$ cat config.mk
export PLATFORM = sky130hd
export DESIGN_NAME = crc_generate_and_check
export DESIGN_NICKNAME = d
export VERILOG_FILES = /design/src/rtl/core/crcg_pkg.sv /design/src/rtl/core/crc_generate_and_check.sv /design/src/rtl/core/crcg_front.sv /design/src/rtl/core/crcg_fifo.sv /design/src/rtl/core/crcg_back.sv
export SDC_FILE = /design/constraint.sdc
export NUM_CORES = 1
export LEC_CHECK = 0
export BUFFER_PORTS_ARGS = -buffer_cell sky130_fd_sc_hd__buf_4
export CAP_MARGIN = 20
export CORE_AREA = 2 2 252 155
export DETAILED_ROUTE_END_ITERATION = 12
export DIE_AREA = 0 0 254 157
export GPL_TIMING_DRIVEN = 0
export SLEW_MARGIN = 25
export SYNTH_ARGS = -nofsm -noshare
export SYNTH_HDL_FRONTEND = slang
export SYNTH_SLANG_ARGS = --single-unit
$ cat constraint.sdc
create_clock -name i_clk -period 9.8 [get_ports i_clk]
set_clock_uncertainty 0.05 [all_clocks]
set_input_delay 0.49 -clock i_clk [delete_from_list [all_inputs] [get_ports i_clk]]
set_output_delay 0.49 -clock i_clk [all_outputs]
set_load 0.05 [all_outputs]
$ cat src/rtl/core/crcg_pkg.sv
// Shared types and constants for the CRC generator and checker.
package crcg_pkg;

    localparam int MAX_DEGREE = 32;
    localparam int DEG_W      = 6;
    localparam int CFG_W      = 32;
    localparam int FIFO_DEPTH = 4;
    localparam int FIFO_AW    = 2;
    localparam int FIFO_CW    = 3;

    localparam logic CMD_ENCODE   = 1'b0;
    localparam logic CMD_CHECK    = 1'b1;
    localparam logic KIND_CODE    = 1'b0;
    localparam logic KIND_VERDICT = 1'b1;

    localparam logic REG_GEN_POLY    = 1'b0;
    localparam logic REG_POLY_DEGREE = 1'b1;

    localparam logic [MAX_DEGREE-1:0] GEN_POLY_RST    = 32'h1;
    localparam logic [DEG_W-1:0]      POLY_DEGREE_RST = 6'd3;

    typedef struct packed {
        logic command;
        logic data_bit;
        logic last_bit;
    } t_in;

    typedef struct packed {
        logic result_kind;
        logic code_bit;
        logic error_found;
        logic end_of_packet;
    } t_out;

    typedef struct packed {
        t_out                  res;
        logic                  tail;
        logic [MAX_DEGREE-1:0] rem;
        logic [DEG_W-1:0]      deg;
    } t_job;

endpackage

$ cat src/rtl/core/crc_generate_and_check.sv
// Top level of the bit-serial CRC generator and checker.
//
// Input channel: one bit per beat (command, data_bit, last_bit), taken when
// push is high and full is low. The mode is taken from command on the first
// bit of a packet. Result channel: o_out holds the oldest result while empty
// is low; it is consumed when pop is high. Encode echoes every bit and after
// the last bit emits the degree check bits MSB first, the final one marked.
// Check emits one verdict beat on the last bit.
// A result passes from its input beat through the CRC update and queue write,
// then the output register. Throughput: one input beat per cycle while full
// is low; the output register delivers one beat per cycle while pop is high,
// so an encode tail of d check bits holds the back end and the 4-entry job
// queue fills, raising full until the tail drains.
// Configuration: i_cfg_we writes gen_poly (index 0) or poly_degree (index 1);
// write only while the block is idle.
// Reset (synchronous, i_rst_n low): queue and output emptied, CRC register
// cleared, polynomial 1 and degree 3. A stalled receiver holds the output
// beat; the queue then fills and full stops the sender.
module crc_generate_and_check
    import crcg_pkg::*;
(
    input  logic             i_clk,
    input  logic             i_rst_n,
    input  logic             push,
    output logic             full,
    input  t_in              i_in,
    output logic             empty,
    input  logic             pop,
    output t_out             o_out,
    input  logic             i_cfg_we,
    input  logic             i_cfg_idx,
    input  logic [CFG_W-1:0] i_cfg_data
);

    logic accept;
    logic job_we;
    t_job job_wr;
    t_job job_rd;
    logic job_empty;
    logic job_pop;

    assign accept = push && !full;

    crcg_front u_front (
        .i_clk      (i_clk),
        .i_rst_n    (i_rst_n),
        .i_accept   (accept),
        .i_in       (i_in),
        .i_cfg_we   (i_cfg_we),
        .i_cfg_idx  (i_cfg_idx),
        .i_cfg_data (i_cfg_data),
        .o_job_we   (job_we),
        .o_job      (job_wr)
    );

    crcg_fifo u_fifo (
        .i_clk     (i_clk),
        .i_rst_n   (i_rst_n),
        .i_wr      (job_we),
        .i_wr_data (job_wr),
        .i_rd      (job_pop),
        .o_rd_data (job_rd),
        .o_full    (full),
        .o_empty   (job_empty)
    );

    crcg_back u_back (
        .i_clk       (i_clk),
        .i_rst_n     (i_rst_n),
        .i_job       (job_rd),
        .i_job_empty (job_empty),
        .o_job_pop   (job_pop),
        .i_pop       (pop),
        .o_empty     (empty),
        .o_out       (o_out)
    );

endmodule

$ cat src/rtl/core/crcg_front.sv
// Front end: accepts bits, holds configuration and runs the CRC shift register.
module crcg_front
    import crcg_pkg::*;
(
    input  logic             i_clk,
    input  logic             i_rst_n,
    input  logic             i_accept,
    input  t_in              i_in,
    input  logic             i_cfg_we,
    input  logic             i_cfg_idx,
    input  logic [CFG_W-1:0] i_cfg_data,
    output logic             o_job_we,
    output t_job             o_job
);

    logic [MAX_DEGREE-1:0] r_poly, n_poly;
    logic [DEG_W-1:0]      r_deg, n_deg;
    logic [MAX_DEGREE-1:0] r_rem, n_rem;
    logic                  r_mode, n_mode;
    logic                  r_in_pkt, n_in_pkt;

    logic [DEG_W-1:0]      d;
    logic [MAX_DEGREE-1:0] mask;
    logic [MAX_DEGREE-1:0] poly;
    logic [MAX_DEGREE-1:0] cur;
    logic [MAX_DEGREE-1:0] nxt;
    logic [4:0]            msb_idx;
    logic                  msb;
    logic                  mode;

    always_comb begin
        if (r_deg == '0) begin
            d = DEG_W'(1);
        end else if (r_deg > DEG_W'(MAX_DEGREE)) begin
            d = DEG_W'(MAX_DEGREE);
        end else begin
            d = r_deg;
        end
        if (d == DEG_W'(MAX_DEGREE)) begin
            mask = '1;
        end else begin
            mask = (MAX_DEGREE'(1) << d) - MAX_DEGREE'(1);
        end
        poly    = r_poly & mask;
        cur     = r_rem & mask;
        msb_idx = 5'(d - DEG_W'(1));
        msb     = cur[msb_idx];
        mode    = r_in_pkt ? r_mode : i_in.command;
        if (mode == CMD_ENCODE) begin
            nxt = ((cur << 1) & mask) ^ ((msb ^ i_in.data_bit) ? poly : '0);
        end else begin
            nxt = ((cur << 1) | MAX_DEGREE'(i_in.data_bit)) & mask;
            nxt = nxt ^ (msb ? poly : '0);
        end

        o_job.res.result_kind   = (mode == CMD_ENCODE) ? KIND_CODE : KIND_VERDICT;
        o_job.res.code_bit      = (mode == CMD_ENCODE) ? i_in.data_bit : 1'b0;
        o_job.res.error_found   = (mode == CMD_CHECK) && (nxt != '0);
        o_job.res.end_of_packet = (mode == CMD_CHECK);
        o_job.tail              = (mode == CMD_ENCODE) && i_in.last_bit;
        o_job.rem               = nxt;
        o_job.deg               = d;
        o_job_we = i_accept && ((mode == CMD_ENCODE) || i_in.last_bit);

        n_poly   = r_poly;
        n_deg    = r_deg;
        n_rem    = r_rem;
        n_mode   = r_mode;
        n_in_pkt = r_in_pkt;
        if (i_cfg_we) begin
            unique case (i_cfg_idx)
                REG_GEN_POLY:    n_poly = i_cfg_data;
                REG_POLY_DEGREE: n_deg  = i_cfg_data[DEG_W-1:0];
                default:         n_poly = r_poly;
            endcase
        end
        if (i_accept) begin
            n_mode = mode;
            if (i_in.last_bit) begin
                n_rem    = '0;
                n_in_pkt = 1'b0;
            end else begin
                n_rem    = nxt;
                n_in_pkt = 1'b1;
            end
        end
    end

    always_ff @(posedge i_clk) begin
        if (!i_rst_n) begin
            r_poly   <= GEN_POLY_RST;
            r_deg    <= POLY_DEGREE_RST;
            r_rem    <= '0;
            r_mode   <= CMD_ENCODE;
            r_in_pkt <= 1'b0;
        end else begin
            r_poly   <= n_poly;
            r_deg    <= n_deg;
            r_rem    <= n_rem;
            r_mode   <= n_mode;
            r_in_pkt <= n_in_pkt;
        end
    end

endmodule

$ cat src/rtl/core/crcg_fifo.sv
// Short job queue between the front and back ends.
module crcg_fifo
    import crcg_pkg::*;
(
    input  logic i_clk,
    input  logic i_rst_n,
    input  logic i_wr,
    input  t_job i_wr_data,
    input  logic i_rd,
    output t_job o_rd_data,
    output logic o_full,
    output logic o_empty
);

    t_job               r_mem [FIFO_DEPTH];
    logic [FIFO_AW-1:0] r_wp, n_wp;
    logic [FIFO_AW-1:0] r_rp, n_rp;
    logic [FIFO_CW-1:0] r_cnt, n_cnt;
    logic               do_wr;
    logic               do_rd;

    assign o_full    = (r_cnt == FIFO_CW'(FIFO_DEPTH));
    assign o_empty   = (r_cnt == '0);
    assign o_rd_data = r_mem[r_rp];

    always_comb begin
        do_wr = i_wr && !o_full;
        do_rd = i_rd && !o_empty;
        n_wp  = do_wr ? r_wp + FIFO_AW'(1) : r_wp;
        n_rp  = do_rd ? r_rp + FIFO_AW'(1) : r_rp;
        n_cnt = r_cnt + FIFO_CW'(do_wr) - FIFO_CW'(do_rd);
    end

    always_ff @(posedge i_clk) begin
        if (do_wr) begin
            r_mem[r_wp] <= i_wr_data;
        end
    end

    always_ff @(posedge i_clk) begin
        if (!i_rst_n) begin
            r_wp  <= '0;
            r_rp  <= '0;
            r_cnt <= '0;
        end else begin
            r_wp  <= n_wp;
            r_rp  <= n_rp;
            r_cnt <= n_cnt;
        end
    end

endmodule

$ cat src/rtl/core/crcg_back.sv
// Back end: emits result beats from queued jobs, serializing the check-bit tail.
module crcg_back
    import crcg_pkg::*;
(
    input  logic i_clk,
    input  logic i_rst_n,
    input  t_job i_job,
    input  logic i_job_empty,
    output logic o_job_pop,
    input  logic i_pop,
    output logic o_empty,
    output t_out o_out
);

    logic                  r_ov, n_ov;
    t_out                  r_out, n_out;
    logic [MAX_DEGREE-1:0] r_rem, n_rem;
    logic [DEG_W-1:0]      r_cnt, n_cnt;
    logic                  load;
    logic [4:0]            bit_idx;

    assign o_empty = !r_ov;
    assign o_out   = r_out;

    always_comb begin
        load      = !r_ov || i_pop;
        bit_idx   = 5'(r_cnt - DEG_W'(1));
        o_job_pop = 1'b0;
        n_ov      = r_ov;
        n_out     = r_out;
        n_rem     = r_rem;
        n_cnt     = r_cnt;
        if (load) begin
            if (r_cnt != '0) begin
                n_out.result_kind   = KIND_CODE;
                n_out.code_bit      = r_rem[bit_idx];
                n_out.error_found   = 1'b0;
                n_out.end_of_packet = (r_cnt == DEG_W'(1));
                n_cnt = r_cnt - DEG_W'(1);
                n_ov  = 1'b1;
            end else if (!i_job_empty) begin
                o_job_pop = 1'b1;
                n_out     = i_job.res;
                n_ov      = 1'b1;
                if (i_job.tail) begin
                    n_rem = i_job.rem;
                    n_cnt = i_job.deg;
                end
            end else begin
                n_ov = 1'b0;
            end
        end
    end

    always_ff @(posedge i_clk) begin
        r_out <= n_out;
        r_rem <= n_rem;
    end

    always_ff @(posedge i_clk) begin
        if (!i_rst_n) begin
            r_ov  <= 1'b0;
            r_cnt <= '0;
        end else begin
            r_ov  <= n_ov;
            r_cnt <= n_cnt;
        end
    end

endmodule
==> impl_metrics.csv, run 1 <==
group,metric,value,unit
finish,n_antenna_cell,0,
sta,hold_viol,0,
setup_path,critPathCaptureType,"register",
setup_path,crit_path_max_fanout,12,
logic_synthesis,synth_edf_count,204,
place,dpl.hpwl,37900,µm
place,gp_congestion,0.964,
route,num_vias,12000,
clock_network,post_cts_buffers,0,
sta,tightestPinTransition,1010,ps
clock_network,clock-sinks,292,
route,wl_per_cell,25.6,µm
sta,min_period,9370,ps
sta,tns,0,ps
logic_synthesis,syn_inst,1338,
min_path,min_from,"i_cfg_data[25]",
finish,fillers,3482,
route,initialDrtViolationCount,1733,
finish,nNetsFinal,1471,
sta,finalCritPeriodShare,95.6,%
place,place_area,0.0160,mm²
floorplanning,row_count,55,
clock_network,cts_hold_buffers,0,
power_and_ir_drop,peakVddDrop,0.156,mV
clock_network,clk_path_buf_depth,3,
min_path,hold-path-cell-count,3,
floorplanning,coreArea,0.0373,mm²
grt,antenna_found_initial,2,
route,antenna_left,0,
min_path,min-delay-path-class,"in2reg",
finish,regArea,0.00789,mm²
place,portBuffers,43,
setup_path,regToRegSetupSlack,430,ps
clock_network,clkTransAtPathRegs,70,ps
setup_path,reg2regPathDepth,25,
grt,grt_overflow,0,
setup_path,worst_r2r_endpoint,"u_fifo.r_mem[3][40]",
logic_synthesis,synth_cell_type_count,94,
min_path,whs_endpoint,"u_front.r_poly[25]",
finish,drive_gt1_share,13.8,%
route,firstDrtPassIters,6,
clock_network,cts-resized-gates,0,
finish,final_cell_area,0.0168,mm²
setup_path,required,9950,ps
logic_synthesis,ys_async_sr_fraction,0,%
logic_synthesis,synth-seq-area-share,53.0,%
setup_path,arrival,9520,ps
setup_path,r2r_start,"u_front.r_deg[2]",
finish,syn_to_final_growth,13.1,%
floorplanning,die-area,0.0399,mm²
floorplanning,io_pins,47,
floorplanning,die_h,157,µm
setup_path,start_kind,"register",
route,totalWireLength,49900,µm
clock_network,cts-root-buf,"clkbuf_16",
grt,grt_pass1_wl,72900,µm
logic_synthesis,syn-num-nets,1394,
grt,grtUsageTotal,25.0,%
setup_path,path_class,"reg2reg",
logic_synthesis,syn_avg_cell_area,11.1,µm²
clock_network,htreeDepth,1,
logic_synthesis,ys_warn_count,0,
sta,fmax,0.107,GHz
sta,slew_viol_final,0,
floorplanning,die_w,254,µm
power_and_ir_drop,powerDensity,221,mW/mm²
status,status,"complete, no violations",
finish,multiInputGateArea,0.00646,mm²
sta,setup_viol,0,
grt,grt_pass1_vias,11000,
logic_synthesis,synth_flop_cell,"edfxtp_1",
clock_network,clk_latency,560,ps
logic_synthesis,synth_area,0.0149,mm²
grt,grt_start_max_net_pins,43,
sta,rsz0062_at_grt,"no",
clock_network,cts_buffers,27,
route,routed_via_density,6.18,
finish,final_util,45.1,%
clock_network,cts_tree,"built",
logic_synthesis,ys_seq_elements,292,
route,drc_errors,0,
job,cap_violations,0,
floorplanning,start_util,39.9,%
power_and_ir_drop,p_leak,5.74,nW
sta,max-slew-margin-rel,32.0,%
-- cells in the mapped netlist (13+ instances only) --
library cell / n / area, µm²
edfxtp_1: 204 / 6130
a22oi_1: 21 / 158
nand2_1: 170 / 638
nand3_1: 58 / 290
buf_2: 18 / 90.1
and2_1: 19 / 119
o2111ai_1: 13 / 114
mux4_2: 52 / 1170
inv_1: 27 / 101
a211oi_1: 14 / 105
nor2_1: 92 / 345
and3_1: 26 / 163
nor3_1: 27 / 135
clkbuf_1: 59 / 221
dfxtp_1: 88 / 1760
nand4_1: 28 / 175
a21oi_1: 102 / 510
o21ai_0: 39 / 195
ha_1: 14 / 175
or3_1: 16 / 100
-- where the power goes --
part	leakage, nW	total (mW)	internal (mW)	switching (mW)
Clock	0.407	1.03	0.577	0.456
Sequential	2.64	1.54	1.48	0.0597
Combinational	2.69	1.14	0.424	0.717
Total	5.74	3.71	2.48	1.23
-- flip-flops by register name, summed over array words and instances (netlist names), named ones only --
register / flops
u_fifo.r_wp: 2
u_fifo.r_rp: 2
u_back.o_out: 4
u_back.r_ov: 1
u_front.r_poly: 32
u_front.r_deg: 6
u_back.r_cnt: 6
u_front.r_mode: 1
u_fifo.r_mem: 168
u_fifo.r_cnt: 3
u_front.r_in_pkt: 1
u_front.r_rem: 32
u_back.r_rem: 32
-- critical path, stage by stage, from the launching register on --
cell and delay, ps:
dfxtp_1 460, buf_2 280, buf_2 300, nor4_1 110
o21a_1 350, inv_1 400, clkbuf_1 620, ha_1 300
buf_2 240, buf_1 530, nand2_1 410, ha_1 400
a21boi_1 270, buf_2 300, o31ai_1 520, nor2_1 80
a311oi_1 310, a311o_1 280, nand3_2 290, buf_2 320
buf_1 370, nand3_1 200, nand4b_1 320, a2111o_1 490
nor4_2 460, a41oi_1 340
-- per-layer routing --
| metal | global-route usage (%) | vias to the layer above | routed length (µm) | part of all wire (%) |
|---|---|---|---|---|
| met3 | 7.67 | 64 | 6600 | 13 |
| met2 | 32.7 | 700 | 19000 | 38 |
| met1 | 39.6 | 5958 | 23300 | 47 |
| met5 | 1.61 | - | 85 | 0.17 |
| met4 | 4.71 | 2 | 877 | 1.8 |
| li1 | - | 5319 | - | - |
-- logic make-up after synthesis --
family,count (synthesis),synth area share [%]
AND/OR/NAND/NOR,504,17.2
AO/OA/AOI/OAI,323,15.1
flip-flops,292,53.0
buffers and inverters,124,3.68
multiplexers,64,8.74
XOR/XNOR,16,0.942
adder cells (fa/ha/maj),15,1.31
-- layout make-up --
| class | instances | area share, % |
|---|---|---|
| multi-input combinational | 922 | 38.4 |
| sequential | 292 | 46.9 |
| buffer | 95 | 2.61 |
| clock inverter | 10 | 0.587 |
| tap | 513 | 3.81 |
| clock buffer | 39 | 4.40 |
| timing repair buffer | 48 | 2.65 |
| inverter | 29 | 0.647 |
-- placed cells by master (no fill, tap or decap), types with 28 or more instances in the layout --
| cell type | n |
|---|---|
| buf_4 | 47 |
| nand3_1 | 58 |
| mux4_2 | 52 |
| nand2_1 | 170 |
| a21oi_1 | 102 |
| nor2_1 | 92 |
| nand4_1 | 28 |
| dfxtp_1 | 88 |
| clkbuf_1 | 69 |
| edfxtp_1 | 204 |
| o21ai_0 | 39 |
-- worst max path at each step --
stage / startpoint / end / slack (ps) / cells past startpoint
final: u_front.r_deg[2] / u_fifo.r_mem[3][40] / 430 / 25
after global routing: u_front.r_deg[2] / u_fifo.r_mem[3][40] / 100 / 25
after CTS: u_front.r_deg[2] / u_fifo.r_mem[3][40] / 890 / 25
after detailed placement: u_front.r_deg[2] / u_fifo.r_mem[3][40] / 980 / 25
after global placement: u_front.r_deg[2] / u_fifo.r_mem[2][40] / 1020 / 25
after floorplan: u_front.r_deg[2] / u_fifo.r_mem[0][40] / 3910 / 25
-- through the flow --
stage	cells	hold slack, ps	power [mW]	worst slack, ps
finish	1948	139	3.71	427
CTS	1948	119	3.71	885
global placement	1894	395	2.64	1020
floorplan	1338	378	2.30	3910
global route	1948	136	3.86	95.9
detailed placement	1899	398	2.68	984
(Power assumes the default switching activity.)
==> run 2, diff against run 1 <==
--- a/config.mk
+++ b/config.mk
@@ -7,9 +7,9 @@
 export LEC_CHECK = 0
 export BUFFER_PORTS_ARGS = -buffer_cell sky130_fd_sc_hd__buf_4
 export CAP_MARGIN = 20
-export CORE_AREA = 2 2 252 155
+export CORE_AREA = 5 5 255 158
 export DETAILED_ROUTE_END_ITERATION = 12
-export DIE_AREA = 0 0 254 157
+export DIE_AREA = 0 0 260 163
 export GPL_TIMING_DRIVEN = 0
 export SLEW_MARGIN = 25
 export SYNTH_ARGS = -nofsm -noshare
==> impl_metrics.csv, run 2 (synthesized netlist as in run 1, its figures left out) <==
group,metric,value,unit
route,firstDrtPassIters,5,
sta,finalCritPeriodShare,96.1,%
clock_network,clkTransAtPathRegs,70,ps
place,dpl.hpwl,38900,µm
finish,layout_common_cells,"edfxtp_1, nand2_1, a21oi_1, nor2_1, dfxtp_1",
route,wl_per_cell,26.0,µm
status,status,"complete, no violations",
sta,tightestPinTransition,1080,ps
route,num_vias,12100,
grt,antenna_found_initial,1,
setup_path,worst_path_most_repeated_cell,"buf_2",
setup_path,regToRegSetupSlack,380,ps
finish,largest-register,"u_fifo.r_mem",
clock_network,cts_hold_buffers,0,
route,initialDrtViolationCount,1746,
place,gp_congestion,0.984,
sta,max-slew-margin-rel,27.7,%
finish,nNetsFinal,1471,
clock_network,cts-resized-gates,0,
floorplanning,die_h,163,µm
clock_network,clk_path_buf_depth,3,
clock_network,cts_tree,"built",
floorplanning,coreArea,0.0380,mm²
grt,grtUsageTotal,23.6,%
sta,worst_slack,379,ps
clock_network,cts-root-buf,"clkbuf_16",
sta,tns,0,ps
route,totalWireLength,50800,µm
sta,hold_viol,0,
setup_path,required,9950,ps
grt,grt_pass1_vias,11200,
sta,rsz0062_at_grt,"no",
floorplanning,die-area,0.0424,mm²
power_and_ir_drop,p_leak,5.77,nW
floorplanning,row_count,56,
job,cap_violations,0,
finish,syn_to_final_growth,13.5,%
place,place_area,0.0160,mm²
setup_path,path_class,"reg2reg",
finish,drive_gt1_share,14.7,%
setup_path,reg2regPathDepth,25,
setup_path,start_kind,"register",
floorplanning,start_util,39.1,%
route,antenna_left,0,
grt,grt_start_max_net_pins,39,
finish,final_cells,1958,
sta,setup_viol,0,
grt,grt_overflow,0,
clock_network,htreeDepth,1,
route,drc_errors,0,
route,routed_via_density,6.18,
setup_path,critPathMaxStageDelay,610,ps
finish,n_antenna_cell,0,
clock_network,post_cts_buffers,0,
sta,fmax,0.106,GHz
floorplanning,die_w,260,µm
setup_path,arrival,9570,ps
sta,min_period,9420,ps
finish,fillers,3606,
clock_network,clk_latency,550,ps
finish,layout_commonest_cell,"edfxtp_1",
finish,largest_register_ffs,168,
power_and_ir_drop,peakVddDrop,0.125,mV
grt,grt_pass1_wl,74500,µm
power_and_ir_drop,powerDensity,220,mW/mm²
place,placedCellCount,1908,
setup_path,critPathCaptureType,"register",
setup_path,crit_path_max_fanout,12,
clock_network,clock-sinks,292,
min_path,hold-path-cell-count,3,
power_and_ir_drop,power,3.71,mW
clock_network,cts_buffers,27,
finish,final_cell_area,0.0169,mm²
sta,slew_viol_final,0,
min_path,min-delay-path-class,"in2reg",
setup_path,cpMaxStageDelayCell,"clkbuf_1",
place,portBuffers,43,
floorplanning,io_pins,47,
place,dp_slack,882,ps
## run 2: cell types whose count changed in the layout (fill, tap and decap cells not counted), sizes merged
cell and delta:
clkinvlp +1, clkinv +1, clkbuf -1, inv +2, bufinv -2
## run 2: through the flow
stage	util (%)	hold slack, ps
6_report	44.4	133
2_1_floorplan	-	378
3_5_place_dp	42.0	402
5_1_grt	44.4	123
3_3_place_gp	41.7	396
4_1_cts	44.3	115
## run 2: metal layers
layer  global-route usage (%)  vias up  share of wire, %
met5                        0        -                 0
met4                     3.65        0               1.5
met3                     6.40       63                12
met2                     30.5      725                38
met1                     39.2     5992                48
li1                         -     5312                 -
## run 2: where the power goes
group	internal, mW	switching [mW]
clock network	0.573	0.466
logic	0.424	0.712
registers	1.48	0.0600
total	2.48	1.24
## run 2: critical path: cells and delay by family (launching register included)
family | cells | cell delay, ps
fa+ha+maj | 2 | 690
compound gates | 8 | 2360
flops | 1 | 430
simple gates | 6 | 2070
buf+inv | 9 | 3430
## run 2: area by class of cell
class / count / area, µm² / share of cell area (%)
clock inverter: 12 / 78.8 / 0.467
inverter: 29 / 109 / 0.645
sequential: 292 / 7890 / 46.7
buffer: 95 / 439 / 2.60
multi-input combinational: 922 / 6470 / 38.3
tap: 522 / 653 / 3.87
clock buffer: 38 / 798 / 4.73
timing repair buffer: 48 / 453 / 2.68
## run 2: worst paths after layout
kind | start | endpoint
setup / recovery | u_front.r_deg[2] | u_fifo.r_mem[2][40]
hold / removal | i_cfg_data[18] | u_front.r_poly[18]
hold reg to reg | u_front.r_rem[25] | u_front.r_rem[25]
setup reg to reg | u_front.r_deg[2] | u_fifo.r_mem[2][40]
